$ cat config.mk
export PLATFORM = sky130hd
export DESIGN_NAME = tag_detection_gate
export DESIGN_NICKNAME = d
export VERILOG_FILES = /design/src/sv/tdg_pkg.sv /design/src/sv/tdg_front.sv /design/src/sv/tdg_queue.sv /design/src/sv/tdg_back.sv /design/src/sv/tag_detection_gate.sv
export SDC_FILE = /design/constraint.sdc
export NUM_CORES = 2
export LEC_CHECK = 0
export ABC_AREA = 1
export BUFFER_PORTS_ARGS = -buffer_cell sky130_fd_sc_hd__buf_2
export CAP_MARGIN = 0
export CORE_UTILIZATION = 54
export DETAILED_ROUTE_END_ITERATION = 10
export PLACE_DENSITY = 0.81
export SLEW_MARGIN = 20
export SYNTH_ARGS = -nofsm -noshare
export SYNTH_HDL_FRONTEND = slang
export SYNTH_SLANG_ARGS = --single-unit
$ cat constraint.sdc
create_clock -name clock -period 18.35 [get_ports clock]
set_input_delay 2.7525 -clock clock [delete_from_list [all_inputs] [get_ports clock]]
set_output_delay 2.7525 -clock clock [all_outputs]
set_load 0.02 [all_outputs]
$ cat src/sv/tdg_pkg.sv
package tdg_pkg;

   localparam int unsigned HAMMING_LIMIT = 0;

   // configuration register indexes
   localparam logic [2:0] CSR_KNOWN_TAGS     = 3'd0;
   localparam logic [2:0] CSR_MARGIN_FLOOR   = 3'd1;
   localparam logic [2:0] CSR_CONFIRM_NEEDED = 3'd2;
   localparam logic [2:0] CSR_CONFIRM_WINDOW = 3'd3;
   localparam logic [2:0] CSR_PUBLISH_GAP    = 3'd4;
   localparam logic [2:0] CSR_LOST_AFTER     = 3'd5;
   localparam logic [2:0] CSR_MAX_STEP_MM    = 3'd6;
   localparam logic [2:0] CSR_MAX_TURN       = 3'd7;

   // front classification of a beat
   localparam logic [2:0] KIND_NO_TAG  = 3'd0;
   localparam logic [2:0] KIND_MULTI   = 3'd1;
   localparam logic [2:0] KIND_UNKNOWN = 3'd2;
   localparam logic [2:0] KIND_HAMMING = 3'd3;
   localparam logic [2:0] KIND_MARGIN  = 3'd4;
   localparam logic [2:0] KIND_PASS    = 3'd5;
   localparam logic [2:0] KIND_TICK    = 3'd6;

   localparam logic [3:0] VERDICT_NO_TAG     = 4'd0;
   localparam logic [3:0] VERDICT_MULTI      = 4'd1;
   localparam logic [3:0] VERDICT_UNKNOWN    = 4'd2;
   localparam logic [3:0] VERDICT_HAMMING    = 4'd3;
   localparam logic [3:0] VERDICT_MARGIN     = 4'd4;
   localparam logic [3:0] VERDICT_CONFIRMING = 4'd5;
   localparam logic [3:0] VERDICT_JUMP       = 4'd6;
   localparam logic [3:0] VERDICT_RATE       = 4'd7;
   localparam logic [3:0] VERDICT_LOST       = 4'd8;
   localparam logic [3:0] VERDICT_ACCEPTED   = 4'd9;
   localparam logic [3:0] VERDICT_NONE       = 4'd10;

   localparam int unsigned QUEUE_DEPTH = 2;

   typedef struct packed {
      logic [31:0] known_tags;
      logic [15:0] margin_floor;
      logic [7:0]  confirm_needed;
      logic [31:0] confirm_window;
      logic [31:0] publish_gap;
      logic [31:0] lost_after;
      logic [15:0] max_step_mm;
      logic [15:0] max_turn;
   } cfg_type;

   typedef struct packed {
      logic [2:0]         kind;
      logic [31:0]        now_ms;
      logic [9:0]         tag_id;
      logic signed [15:0] pos_x;
      logic signed [15:0] pos_y;
      logic [15:0]        yaw;
   } item_type;

endpackage

$ cat src/sv/tdg_front.sv
module tdg_front
   import tdg_pkg::*;
(
   input  logic               clock,
   input  logic               reset,
   input  cfg_type            cfg,
   input  logic               req_valid,
   output logic               req_ready,
   input  logic               req_mode,
   input  logic [31:0]        req_now_ms,
   input  logic [1:0]         req_detection_count,
   input  logic [9:0]         req_tag_id,
   input  logic [3:0]         req_hamming,
   input  logic [15:0]        req_margin,
   input  logic signed [15:0] req_pos_x,
   input  logic signed [15:0] req_pos_y,
   input  logic [15:0]        req_yaw,
   output logic               push_valid,
   input  logic               push_ready,
   output item_type           push_item
);

   logic     valid_ff, valid_in;
   item_type item_ff, item_in;
   logic     known;
   logic [2:0] kind;

   assign known = (req_tag_id[9:5] == 5'd0) && cfg.known_tags[req_tag_id[4:0]];

   always_comb begin
      if (req_mode) begin
         kind = KIND_TICK;
      end else if (req_detection_count == 2'd0) begin
         kind = KIND_NO_TAG;
      end else if (req_detection_count != 2'd1) begin
         kind = KIND_MULTI;
      end else if (!known) begin
         kind = KIND_UNKNOWN;
      end else if (32'(req_hamming) > HAMMING_LIMIT) begin
         kind = KIND_HAMMING;
      end else if (req_margin < cfg.margin_floor) begin
         kind = KIND_MARGIN;
      end else begin
         kind = KIND_PASS;
      end
   end

   assign req_ready  = !valid_ff || push_ready;
   assign push_valid = valid_ff;
   assign push_item  = item_ff;

   always_comb begin
      valid_in = valid_ff && !push_ready;
      item_in  = item_ff;
      if (req_valid && req_ready) begin
         valid_in       = 1'b1;
         item_in.kind   = kind;
         item_in.now_ms = req_now_ms;
         item_in.tag_id = req_tag_id;
         item_in.pos_x  = req_pos_x;
         item_in.pos_y  = req_pos_y;
         item_in.yaw    = req_yaw;
      end
   end

   always_ff @(posedge clock) begin
      if (reset) begin
         valid_ff <= 1'b0;
      end else begin
         valid_ff <= valid_in;
      end
      item_ff <= item_in;
   end

endmodule

$ cat src/sv/tdg_queue.sv
module tdg_queue
   import tdg_pkg::*;
(
   input  logic     clock,
   input  logic     reset,
   input  logic     push_valid,
   output logic     push_ready,
   input  item_type push_item,
   output logic     pop_valid,
   input  logic     pop_ready,
   output item_type pop_item
);

   item_type slot_ff [QUEUE_DEPTH];
   logic [$clog2(QUEUE_DEPTH)-1:0]   wr_ptr_ff, wr_ptr_in;
   logic [$clog2(QUEUE_DEPTH)-1:0]   rd_ptr_ff, rd_ptr_in;
   logic [$clog2(QUEUE_DEPTH+1)-1:0] count_ff, count_in;
   logic push, pop;

   assign push_ready = count_ff != ($clog2(QUEUE_DEPTH+1))'(QUEUE_DEPTH);
   assign pop_valid  = count_ff != '0;
   assign pop_item   = slot_ff[rd_ptr_ff];
   assign push       = push_valid && push_ready;
   assign pop        = pop_valid && pop_ready;

   always_comb begin
      wr_ptr_in = push ? wr_ptr_ff + 1'b1 : wr_ptr_ff;
      rd_ptr_in = pop ? rd_ptr_ff + 1'b1 : rd_ptr_ff;
      count_in  = count_ff;
      if (push && !pop) begin
         count_in = count_ff + 1'b1;
      end else if (pop && !push) begin
         count_in = count_ff - 1'b1;
      end
   end

   always_ff @(posedge clock) begin
      if (reset) begin
         wr_ptr_ff <= '0;
         rd_ptr_ff <= '0;
         count_ff  <= '0;
      end else begin
         wr_ptr_ff <= wr_ptr_in;
         rd_ptr_ff <= rd_ptr_in;
         count_ff  <= count_in;
      end
      if (push) begin
         slot_ff[wr_ptr_ff] <= push_item;
      end
   end

endmodule

$ cat src/sv/tdg_back.sv
module tdg_back
   import tdg_pkg::*;
(
   input  logic               clock,
   input  logic               reset,
   input  cfg_type            cfg,
   input  logic               pop_valid,
   output logic               pop_ready,
   input  item_type           pop_item,
   output logic               rsp_valid,
   input  logic               rsp_ready,
   output logic               rsp_accepted,
   output logic [3:0]         rsp_verdict,
   output logic               rsp_has_detection,
   output logic [9:0]         rsp_out_tag_id,
   output logic signed [15:0] rsp_out_x,
   output logic signed [15:0] rsp_out_y,
   output logic [15:0]        rsp_out_yaw
);

   // tracking state
   logic        seen_valid_ff, seen_valid_in;
   logic [31:0] seen_time_ff, seen_time_in;
   logic        kept_valid_ff, kept_valid_in;
   logic [9:0]  kept_tag_ff, kept_tag_in;
   logic [15:0] kept_x_ff, kept_x_in;
   logic [15:0] kept_y_ff, kept_y_in;
   logic [15:0] kept_yaw_ff, kept_yaw_in;
   logic        active_valid_ff, active_valid_in;
   logic [9:0]  active_tag_ff, active_tag_in;
   logic [7:0]  sightings_ff, sightings_in;
   logic        window_valid_ff, window_valid_in;
   logic [31:0] window_start_ff, window_start_in;
   logic        confirmed_ff, confirmed_in;
   logic        pub_valid_ff, pub_valid_in;
   logic [31:0] pub_time_ff, pub_time_in;

   // result register
   logic        rsp_valid_ff, rsp_valid_in;
   logic        accepted_ff, accepted_in;
   logic [3:0]  verdict_ff, verdict_in;
   logic        echo_ff, echo_in;
   logic [9:0]  tag_ff, tag_in;
   logic [15:0] x_ff, x_in;
   logic [15:0] y_ff, y_in;
   logic [15:0] yaw_ff, yaw_in;

   // squared step limit, follows max_step_mm through a register
   logic [31:0] lim2_ff, lim2_in;

   logic               take;
   logic [31:0]        now;
   logic               lost;
   logic signed [16:0] dx, dy;
   logic signed [33:0] dx2, dy2;
   logic [32:0]        dist2;
   logic [15:0]        dyaw;
   logic [16:0]        turn;
   logic               jump;
   logic               expired;
   logic               publish;

   assign take      = pop_valid && (!rsp_valid_ff || rsp_ready);
   assign pop_ready = !rsp_valid_ff || rsp_ready;
   assign now       = pop_item.now_ms;
   assign lost      = seen_valid_ff && ((now - seen_time_ff) > cfg.lost_after);
   assign lim2_in   = {16'd0, cfg.max_step_mm} * {16'd0, cfg.max_step_mm};

   assign dx    = $signed({pop_item.pos_x[15], pop_item.pos_x})
                - $signed({kept_x_ff[15], kept_x_ff});
   assign dy    = $signed({pop_item.pos_y[15], pop_item.pos_y})
                - $signed({kept_y_ff[15], kept_y_ff});
   assign dx2   = 34'(dx) * 34'(dx);
   assign dy2   = 34'(dy) * 34'(dy);
   assign dist2 = {1'b0, dx2[31:0]} + {1'b0, dy2[31:0]};
   assign dyaw  = pop_item.yaw - kept_yaw_ff;
   assign turn  = dyaw[15] ? (17'h10000 - {1'b0, dyaw}) : {1'b0, dyaw};
   // kept pose is forgotten first when the loss timeout has run out
   assign jump  = kept_valid_ff && !lost && (kept_tag_ff == pop_item.tag_id)
                  && ((dist2 > {1'b0, lim2_ff}) || (turn > {1'b0, cfg.max_turn}));

   always_comb begin
      seen_valid_in   = seen_valid_ff;
      seen_time_in    = seen_time_ff;
      kept_valid_in   = kept_valid_ff;
      kept_tag_in     = kept_tag_ff;
      kept_x_in       = kept_x_ff;
      kept_y_in       = kept_y_ff;
      kept_yaw_in     = kept_yaw_ff;
      active_valid_in = active_valid_ff;
      active_tag_in   = active_tag_ff;
      sightings_in    = sightings_ff;
      window_valid_in = window_valid_ff;
      window_start_in = window_start_ff;
      confirmed_in    = confirmed_ff;
      pub_valid_in    = pub_valid_ff;
      pub_time_in     = pub_time_ff;
      rsp_valid_in    = rsp_valid_ff && !rsp_ready;
      accepted_in     = accepted_ff;
      verdict_in      = verdict_ff;
      echo_in         = echo_ff;
      tag_in          = tag_ff;
      x_in            = x_ff;
      y_in            = y_ff;
      yaw_in          = yaw_ff;
      expired         = 1'b0;
      publish         = 1'b0;

      if (take) begin
         rsp_valid_in = 1'b1;
         accepted_in  = 1'b0;
         echo_in      = 1'b0;
         tag_in       = pop_item.tag_id;
         x_in         = pop_item.pos_x;
         y_in         = pop_item.pos_y;
         yaw_in       = pop_item.yaw;

         unique case (pop_item.kind) inside
            KIND_TICK: begin
               if (lost) begin
                  seen_valid_in   = 1'b0;
                  seen_time_in    = '0;
                  kept_valid_in   = 1'b0;
                  active_valid_in = 1'b0;
                  window_valid_in = 1'b0;
                  confirmed_in    = 1'b0;
                  verdict_in      = VERDICT_LOST;
               end else begin
                  verdict_in = VERDICT_NONE;
               end
            end
            KIND_NO_TAG, KIND_MULTI, KIND_UNKNOWN, KIND_HAMMING, KIND_MARGIN: begin
               active_valid_in = 1'b0;
               window_valid_in = 1'b0;
               confirmed_in    = 1'b0;
               case (pop_item.kind)
                  KIND_NO_TAG:  verdict_in = VERDICT_NO_TAG;
                  KIND_MULTI:   verdict_in = VERDICT_MULTI;
                  KIND_UNKNOWN: verdict_in = VERDICT_UNKNOWN;
                  KIND_HAMMING: verdict_in = VERDICT_HAMMING;
                  default:      verdict_in = VERDICT_MARGIN;
               endcase
            end
            KIND_PASS: begin
               if (lost) begin
                  kept_valid_in   = 1'b0;
                  active_valid_in = 1'b0;
                  window_valid_in = 1'b0;
                  confirmed_in    = 1'b0;
               end
               seen_valid_in = 1'b1;
               seen_time_in  = now;
               if (jump) begin
                  active_valid_in = 1'b0;
                  window_valid_in = 1'b0;
                  confirmed_in    = 1'b0;
                  verdict_in      = VERDICT_JUMP;
               end else begin
                  // confirmed on another tag: start over
                  if (confirmed_in
                      && (!active_valid_in || active_tag_in != pop_item.tag_id)) begin
                     active_valid_in = 1'b0;
                     window_valid_in = 1'b0;
                     confirmed_in    = 1'b0;
                  end
                  publish = confirmed_in;
                  if (!confirmed_in) begin
                     expired = !window_valid_in
                               || ((now - window_start_in) > cfg.confirm_window);
                     if (!active_valid_in || active_tag_in != pop_item.tag_id
                         || expired) begin
                        active_valid_in = 1'b1;
                        active_tag_in   = pop_item.tag_id;
                        sightings_in    = 8'd1;
                        window_valid_in = 1'b1;
                        window_start_in = now;
                     end else if (sightings_in != 8'hFF) begin
                        sightings_in = sightings_in + 8'd1;
                     end
                     if (sightings_in < cfg.confirm_needed) begin
                        verdict_in = VERDICT_CONFIRMING;
                        echo_in    = 1'b1;
                     end else begin
                        confirmed_in = 1'b1;
                        publish      = 1'b1;
                     end
                  end
                  if (publish) begin
                     echo_in = 1'b1;
                     if (pub_valid_ff && ((now - pub_time_ff) < cfg.publish_gap)) begin
                        verdict_in = VERDICT_RATE;
                     end else begin
                        kept_valid_in = 1'b1;
                        kept_tag_in   = pop_item.tag_id;
                        kept_x_in     = pop_item.pos_x;
                        kept_y_in     = pop_item.pos_y;
                        kept_yaw_in   = pop_item.yaw;
                        pub_valid_in  = 1'b1;
                        pub_time_in   = now;
                        verdict_in    = VERDICT_ACCEPTED;
                        accepted_in   = 1'b1;
                     end
                  end
               end
            end
            default: begin
               verdict_in = VERDICT_NONE;
            end
         endcase
      end
   end

   always_ff @(posedge clock) begin
      if (reset) begin
         seen_valid_ff   <= 1'b0;
         seen_time_ff    <= '0;
         kept_valid_ff   <= 1'b0;
         active_valid_ff <= 1'b0;
         window_valid_ff <= 1'b0;
         confirmed_ff    <= 1'b0;
         pub_valid_ff    <= 1'b0;
         pub_time_ff     <= '0;
         rsp_valid_ff    <= 1'b0;
      end else begin
         seen_valid_ff   <= seen_valid_in;
         seen_time_ff    <= seen_time_in;
         kept_valid_ff   <= kept_valid_in;
         active_valid_ff <= active_valid_in;
         window_valid_ff <= window_valid_in;
         confirmed_ff    <= confirmed_in;
         pub_valid_ff    <= pub_valid_in;
         pub_time_ff     <= pub_time_in;
         rsp_valid_ff    <= rsp_valid_in;
      end
      kept_tag_ff     <= kept_tag_in;
      kept_x_ff       <= kept_x_in;
      kept_y_ff       <= kept_y_in;
      kept_yaw_ff     <= kept_yaw_in;
      active_tag_ff   <= active_tag_in;
      sightings_ff    <= sightings_in;
      window_start_ff <= window_start_in;
      accepted_ff     <= accepted_in;
      verdict_ff      <= verdict_in;
      echo_ff         <= echo_in;
      tag_ff          <= tag_in;
      x_ff            <= x_in;
      y_ff            <= y_in;
      yaw_ff          <= yaw_in;
      lim2_ff         <= lim2_in;
   end

   assign rsp_valid         = rsp_valid_ff;
   assign rsp_accepted      = accepted_ff;
   assign rsp_verdict       = verdict_ff;
   assign rsp_has_detection = echo_ff;
   assign rsp_out_tag_id    = echo_ff ? tag_ff : '0;
   assign rsp_out_x         = echo_ff ? x_ff : '0;
   assign rsp_out_y         = echo_ff ? y_ff : '0;
   assign rsp_out_yaw       = echo_ff ? yaw_ff : '0;

endmodule

$ cat src/sv/tag_detection_gate.sv
// Fiducial-tag detection gate.
// req_ channel: one beat per camera frame (req_mode 0) or per loss-check tick
// (req_mode 1). The front stage classifies the frame (no tag, several tags,
// unknown id, bit errors, low margin) and passes it through a two-entry queue
// to the back stage, which owns the loss timeout, jump test, confirmation
// window and publication rate limit.
// rsp_ channel: exactly one beat per request, in order. A request passes through
// the front register, a queue slot and the result register; one request and one
// result per cycle are sustained while rsp_ready stays high. The back stage
// updates its state combinationally (two 17x17 squares, add and compare
// against the registered squared limit), which lets it keep that rate.
// csr_ channel: csr_index selects one of eight registers, always ready; write
// only while no request is in flight.
// Reset (synchronous, active high) loads the register defaults and clears all
// tracking valid flags and the queue. When rsp_ready is low the result register
// holds, the queue fills, and req_ready drops once front and queue are full.
module tag_detection_gate
   import tdg_pkg::*;
(
   input  logic               clock,
   input  logic               reset,
   input  logic               csr_valid,
   output logic               csr_ready,
   input  logic [2:0]         csr_index,
   input  logic [31:0]        csr_wdata,
   input  logic               req_valid,
   output logic               req_ready,
   input  logic               req_mode,
   input  logic [31:0]        req_now_ms,
   input  logic [1:0]         req_detection_count,
   input  logic [9:0]         req_tag_id,
   input  logic [3:0]         req_hamming,
   input  logic [15:0]        req_margin,
   input  logic signed [15:0] req_pos_x,
   input  logic signed [15:0] req_pos_y,
   input  logic [15:0]        req_yaw,
   output logic               rsp_valid,
   input  logic               rsp_ready,
   output logic               rsp_accepted,
   output logic [3:0]         rsp_verdict,
   output logic               rsp_has_detection,
   output logic [9:0]         rsp_out_tag_id,
   output logic signed [15:0] rsp_out_x,
   output logic signed [15:0] rsp_out_y,
   output logic [15:0]        rsp_out_yaw
);

   cfg_type  cfg_ff, cfg_in;
   logic     push_valid, push_ready;
   item_type push_item;
   logic     pop_valid, pop_ready;
   item_type pop_item;

   assign csr_ready = 1'b1;

   always_comb begin
      cfg_in = cfg_ff;
      if (csr_valid && csr_ready) begin
         unique case (csr_index)
            CSR_KNOWN_TAGS:     cfg_in.known_tags     = csr_wdata;
            CSR_MARGIN_FLOOR:   cfg_in.margin_floor   = csr_wdata[15:0];
            CSR_CONFIRM_NEEDED: cfg_in.confirm_needed = csr_wdata[7:0];
            CSR_CONFIRM_WINDOW: cfg_in.confirm_window = csr_wdata;
            CSR_PUBLISH_GAP:    cfg_in.publish_gap    = csr_wdata;
            CSR_LOST_AFTER:     cfg_in.lost_after     = csr_wdata;
            CSR_MAX_STEP_MM:    cfg_in.max_step_mm    = csr_wdata[15:0];
            CSR_MAX_TURN:       cfg_in.max_turn       = csr_wdata[15:0];
            default: ;
         endcase
      end
   end

   always_ff @(posedge clock) begin
      if (reset) begin
         cfg_ff.known_tags     <= 32'd1;
         cfg_ff.margin_floor   <= 16'd320;
         cfg_ff.confirm_needed <= 8'd3;
         cfg_ff.confirm_window <= 32'd500;
         cfg_ff.publish_gap    <= 32'd100;
         cfg_ff.lost_after     <= 32'd1000;
         cfg_ff.max_step_mm    <= 16'd200;
         cfg_ff.max_turn       <= 16'd2731;
      end else begin
         cfg_ff <= cfg_in;
      end
   end

   tdg_front u_front (
      .clock               (clock),
      .reset               (reset),
      .cfg                 (cfg_ff),
      .req_valid           (req_valid),
      .req_ready           (req_ready),
      .req_mode            (req_mode),
      .req_now_ms          (req_now_ms),
      .req_detection_count (req_detection_count),
      .req_tag_id          (req_tag_id),
      .req_hamming         (req_hamming),
      .req_margin          (req_margin),
      .req_pos_x           (req_pos_x),
      .req_pos_y           (req_pos_y),
      .req_yaw             (req_yaw),
      .push_valid          (push_valid),
      .push_ready          (push_ready),
      .push_item           (push_item)
   );

   tdg_queue u_queue (
      .clock      (clock),
      .reset      (reset),
      .push_valid (push_valid),
      .push_ready (push_ready),
      .push_item  (push_item),
      .pop_valid  (pop_valid),
      .pop_ready  (pop_ready),
      .pop_item   (pop_item)
   );

   tdg_back u_back (
      .clock             (clock),
      .reset             (reset),
      .cfg               (cfg_ff),
      .pop_valid         (pop_valid),
      .pop_ready         (pop_ready),
      .pop_item          (pop_item),
      .rsp_valid         (rsp_valid),
      .rsp_ready         (rsp_ready),
      .rsp_accepted      (rsp_accepted),
      .rsp_verdict       (rsp_verdict),
      .rsp_has_detection (rsp_has_detection),
      .rsp_out_tag_id    (rsp_out_tag_id),
      .rsp_out_x         (rsp_out_x),
      .rsp_out_y         (rsp_out_y),
      .rsp_out_yaw       (rsp_out_yaw)
   );

`ifndef SYNTH
   // echoed pose only on confirming, rate-limited and published beats
   a_echo_verdict: assert property (@(posedge clock) disable iff (reset)
      rsp_valid && rsp_has_detection |->
         (rsp_verdict == VERDICT_CONFIRMING || rsp_verdict == VERDICT_RATE ||
          rsp_verdict == VERDICT_ACCEPTED))
      else $error("echo on a verdict that carries no detection");

   a_accept_echo: assert property (@(posedge clock) disable iff (reset)
      rsp_valid && rsp_accepted |->
         (rsp_has_detection && rsp_verdict == VERDICT_ACCEPTED))
      else $error("published beat without echo or accepted verdict");

   // a full queue must present data to the back stage
   a_queue_full: assert property (@(posedge clock) disable iff (reset)
      !push_ready |-> pop_valid)
      else $error("queue full but empty");
`endif

endmodule

==> summary.md <==
| Metric | Value |
|---|---|
| Synth Area in Compound Gates | a little under a tenth |
| Final worst setup slack | 3.08 ns |
| # setup viols final | 0 |
| Status | completed |
| Tot GR Track Use | 27.3% |
| Crit-path max FO | 42 |
| Adder-cell area share of the yosys netlist | approximately 33% |
| TNS Setup | 0 ns |
| Iter 0 DRT Violations | 3538 |
| Ys flop type | edfxtp_1 |
| Syn_area_per_cell | around 9.0 um2 |
| Post-Syn Nets | 8510 |
| Yosys Warn Count | 0 |
| Vias after detailed routing | 47900 |
| Setup slack at placement | 3.36 ns |
| Clk slew on worst S/H paths | 0.06 ns |
| Total Wirelength | 160 mm |
| I/O Pins | 220 |
| Ant diodes | 0 |
| Drt pass-1 iters | 6 |
| Initial antenna violation count | 11 |
| First-pass GRT wire length | ~260 mm |
| CP startpoint kind | flop |
| Remaining antenna violation count | 0 |
| Design Area, Final | 68900 um2 |
| Max incr delay on CP | 0.93 ns |
| Number of flops mapped to enable cells by yosys | 451 |
| Max_slew headroom | 19.1% |
| Largest net degree at the start of global routing | 110 |
| Seq/Total Area, Yosys | 30.5% |
| Post-synthesis mux area share | less than 1% |
| Required @ worst endpoint | between 15 and 20 ns |
| Worst r2r path cells | 55 |
| Most frequent CP cell | inv_1 |
| Vias/cell | approximately 5.4 |
| Num rows | 125 |
| Post-synthesis cell count | between 7000 and 8000 |
| Placement Cell Area | around 66000 um2 |
| Hold_buf cts | 0 |
| CTS H-tree depth | 3 |
| Commonest non-fill, non-tap cells in the layout | inv_1 (1605), nand2_1 (1029), fa_1 (685), ha_1 (586), a21oi_1 (547) |
| CTS max path bufs | 3 |
| Root buf cell | clkbuf_16 |
| Crit end category | flop |
| Routability cong. | between 0.9 and 1 |
| CTS tree | yes |
| Crit path kind | flop to flop |
| Hold path depth | 0 |
| CP max stage cell | xor2_1 |
| Post-DP HPWL | ~130 mm |
| Post-CTS setup buffer count | 0 |
| Avg WL per Cell | 18.1 um |
| Tcrit/Tclk final | 83.2% |
| Worst Max-Slew Pin Slew | 1.21 ns |
| Final Max Slew Viols | 0 |
| Die area | 119000 um2 |
| Yosys reg bits | between 700 and 800 |
| Core area | 116000 um2 |
| Commonest non-fill, non-tap cell in the layout | inv_1 |
| Hold crit path type | flop to flop |
| Final Hold Fails | 0 |
| Max-Cap Viols | 0 |
| Synth unique cells | 63 |
| Minimum clock period | about 15 ns |
| Vias in the first global route | approximately 50000 |
| Layout cell share with drive strength beyond 1 | about 6.4% |
| Asr flop ratio synth | 0% |
| Initial Utilization | 54.6% |
| Clk_skew | 0.0430 ns |
| Nets | 8678 |
| Simple-gate share of the synthesized area | 12.0% |
| Total CTS buffers | 80 |
| Largest family of logic cells by synthesized area | adder cells |
| Worst skew pair latency | roughly 0.68 ns |
| Die W | about 350 um |
| Syn Std Cell Area | ~64000 um2 |
| Peak Freq | 0.0655 GHz |
| Sink Count | 743 |
| Overflow after GRT | 0 |
| DRC viols | 0 |
| Post-Synth XOR/XNOR Area | 4.19% |
| Critical Path AT | roughly 16 ns |
| PortBufs | 218 |
| Syn-to-layout area delta | 8.36% |
| RSZ-0062 raised after global routing | false |
| PostCTS Resize Cnt | 0 |
| Die height | 345 um |
-- cell families after synthesis --
group           Yosys count
simple gates           1872
buf+inv                1796
fa+ha+maj              1271
compound gates         1101
flops                   743
xor+xnor                301
other cells               1
mux                       1
-- per-stage QoR --
step / hold slack (ns) / util, % / instances
3_3_place_gp: 0.422 / 56.9 / 8696
3_5_place_dp: 0.429 / 56.9 / 8696
4_1_cts: 0.432 / 59.2 / 8842
5_1_grt: 0.449 / 59.2 / 8842
6_report: 0.441 / 59.2 / 8842
2_1_floorplan: 0.329 / - / 7086
-- state kept, by name, summed over array words and instances (netlist names), 4 cells and up, named ones only --
| signal | flops |
|---|---|
| u_back.window_start_ff | 32 |
| u_back.y_ff | 16 |
| u_back.yaw_ff | 16 |
| u_back.kept_x_ff | 16 |
| u_queue.slot_ff | 186 |
| u_back.seen_time_ff | 32 |
| u_back.lim2_ff | 31 |
| u_back.rsp_verdict | 4 |
| u_back.kept_y_ff | 16 |
| u_front.push_item | 93 |
| cfg_ff | 184 |
| u_back.active_tag_ff | 10 |
| u_back.x_ff | 16 |
| u_back.tag_ff | 10 |
| u_back.kept_yaw_ff | 16 |
| u_back.kept_tag_ff | 10 |
| u_back.pub_time_ff | 32 |
| u_back.sightings_ff | 8 |
-- routing by layer --
layer | vias to the layer above | global-route usage, % | wire length, um
li1 | 22700 | - | -
met1 | 23200 | 33.6 | 63500
met2 | 1623 | 48.1 | 79100
met3 | 378 | 3.83 | 10200
met4 | 12 | 11.0 | 6860
met5 | - | 0 | 67
-- cell usage after synthesis, types with 31 or more instances --
cell type  number  area [um2]
inv_1        1610        6040
nand2_1      1029        3860
fa_1          685       13700
ha_1          586        7330
a21oi_1       547        2740
nor2_1        522        1960
edfxtp_1      451       13500
o21ai_0       357        1790
dfxtp_1       292        5850
xor2_1        194        1700
clkbuf_1      152         571
nand3_1       142         711
xnor2_1       105         920
or2_2          50         313
nand4_1        45         282
nor3_1         38         190
o211ai_1       31         233
-- path summary, 6_finish.rpt --
check / startpoint / slack, ns / end
setup reg to reg: flop / 3.08 / u_back.kept_yaw_ff[5]
setup / recovery: flop / 3.08 / u_back.kept_yaw_ff[5]
hold / removal: u_front.push_item[62] / 0.44 / u_queue.slot_ff[0][62]
hold reg to reg: u_front.push_item[62] / 0.44 / u_queue.slot_ff[0][62]
-- worst max-delay path, delay by kind of cell, from the launching register on --
family	cells	cell delay (ns)
and+or+nand+nor	18	2.95
adders and majority gates	11	4.58
AOI/OAI and AO/OA	12	2.86
xor gates and xnor gates	3	1.22
buffers and inverters	11	2.60
DFF	1	0.58
-- cell type report --
cell class	instances	area (um2)
clock inverters	45	467
well taps	1524	1910
multi-input cells	4547	37400
fillers	9699	47500
flip-flops and latches	743	19400
inverters	1622	6100
repair buffers	260	1410
clock buffers	101	2180
Power is not shown: default switching activity piles up to over one toggle a cycle in this logic, so the estimate is an artifact.
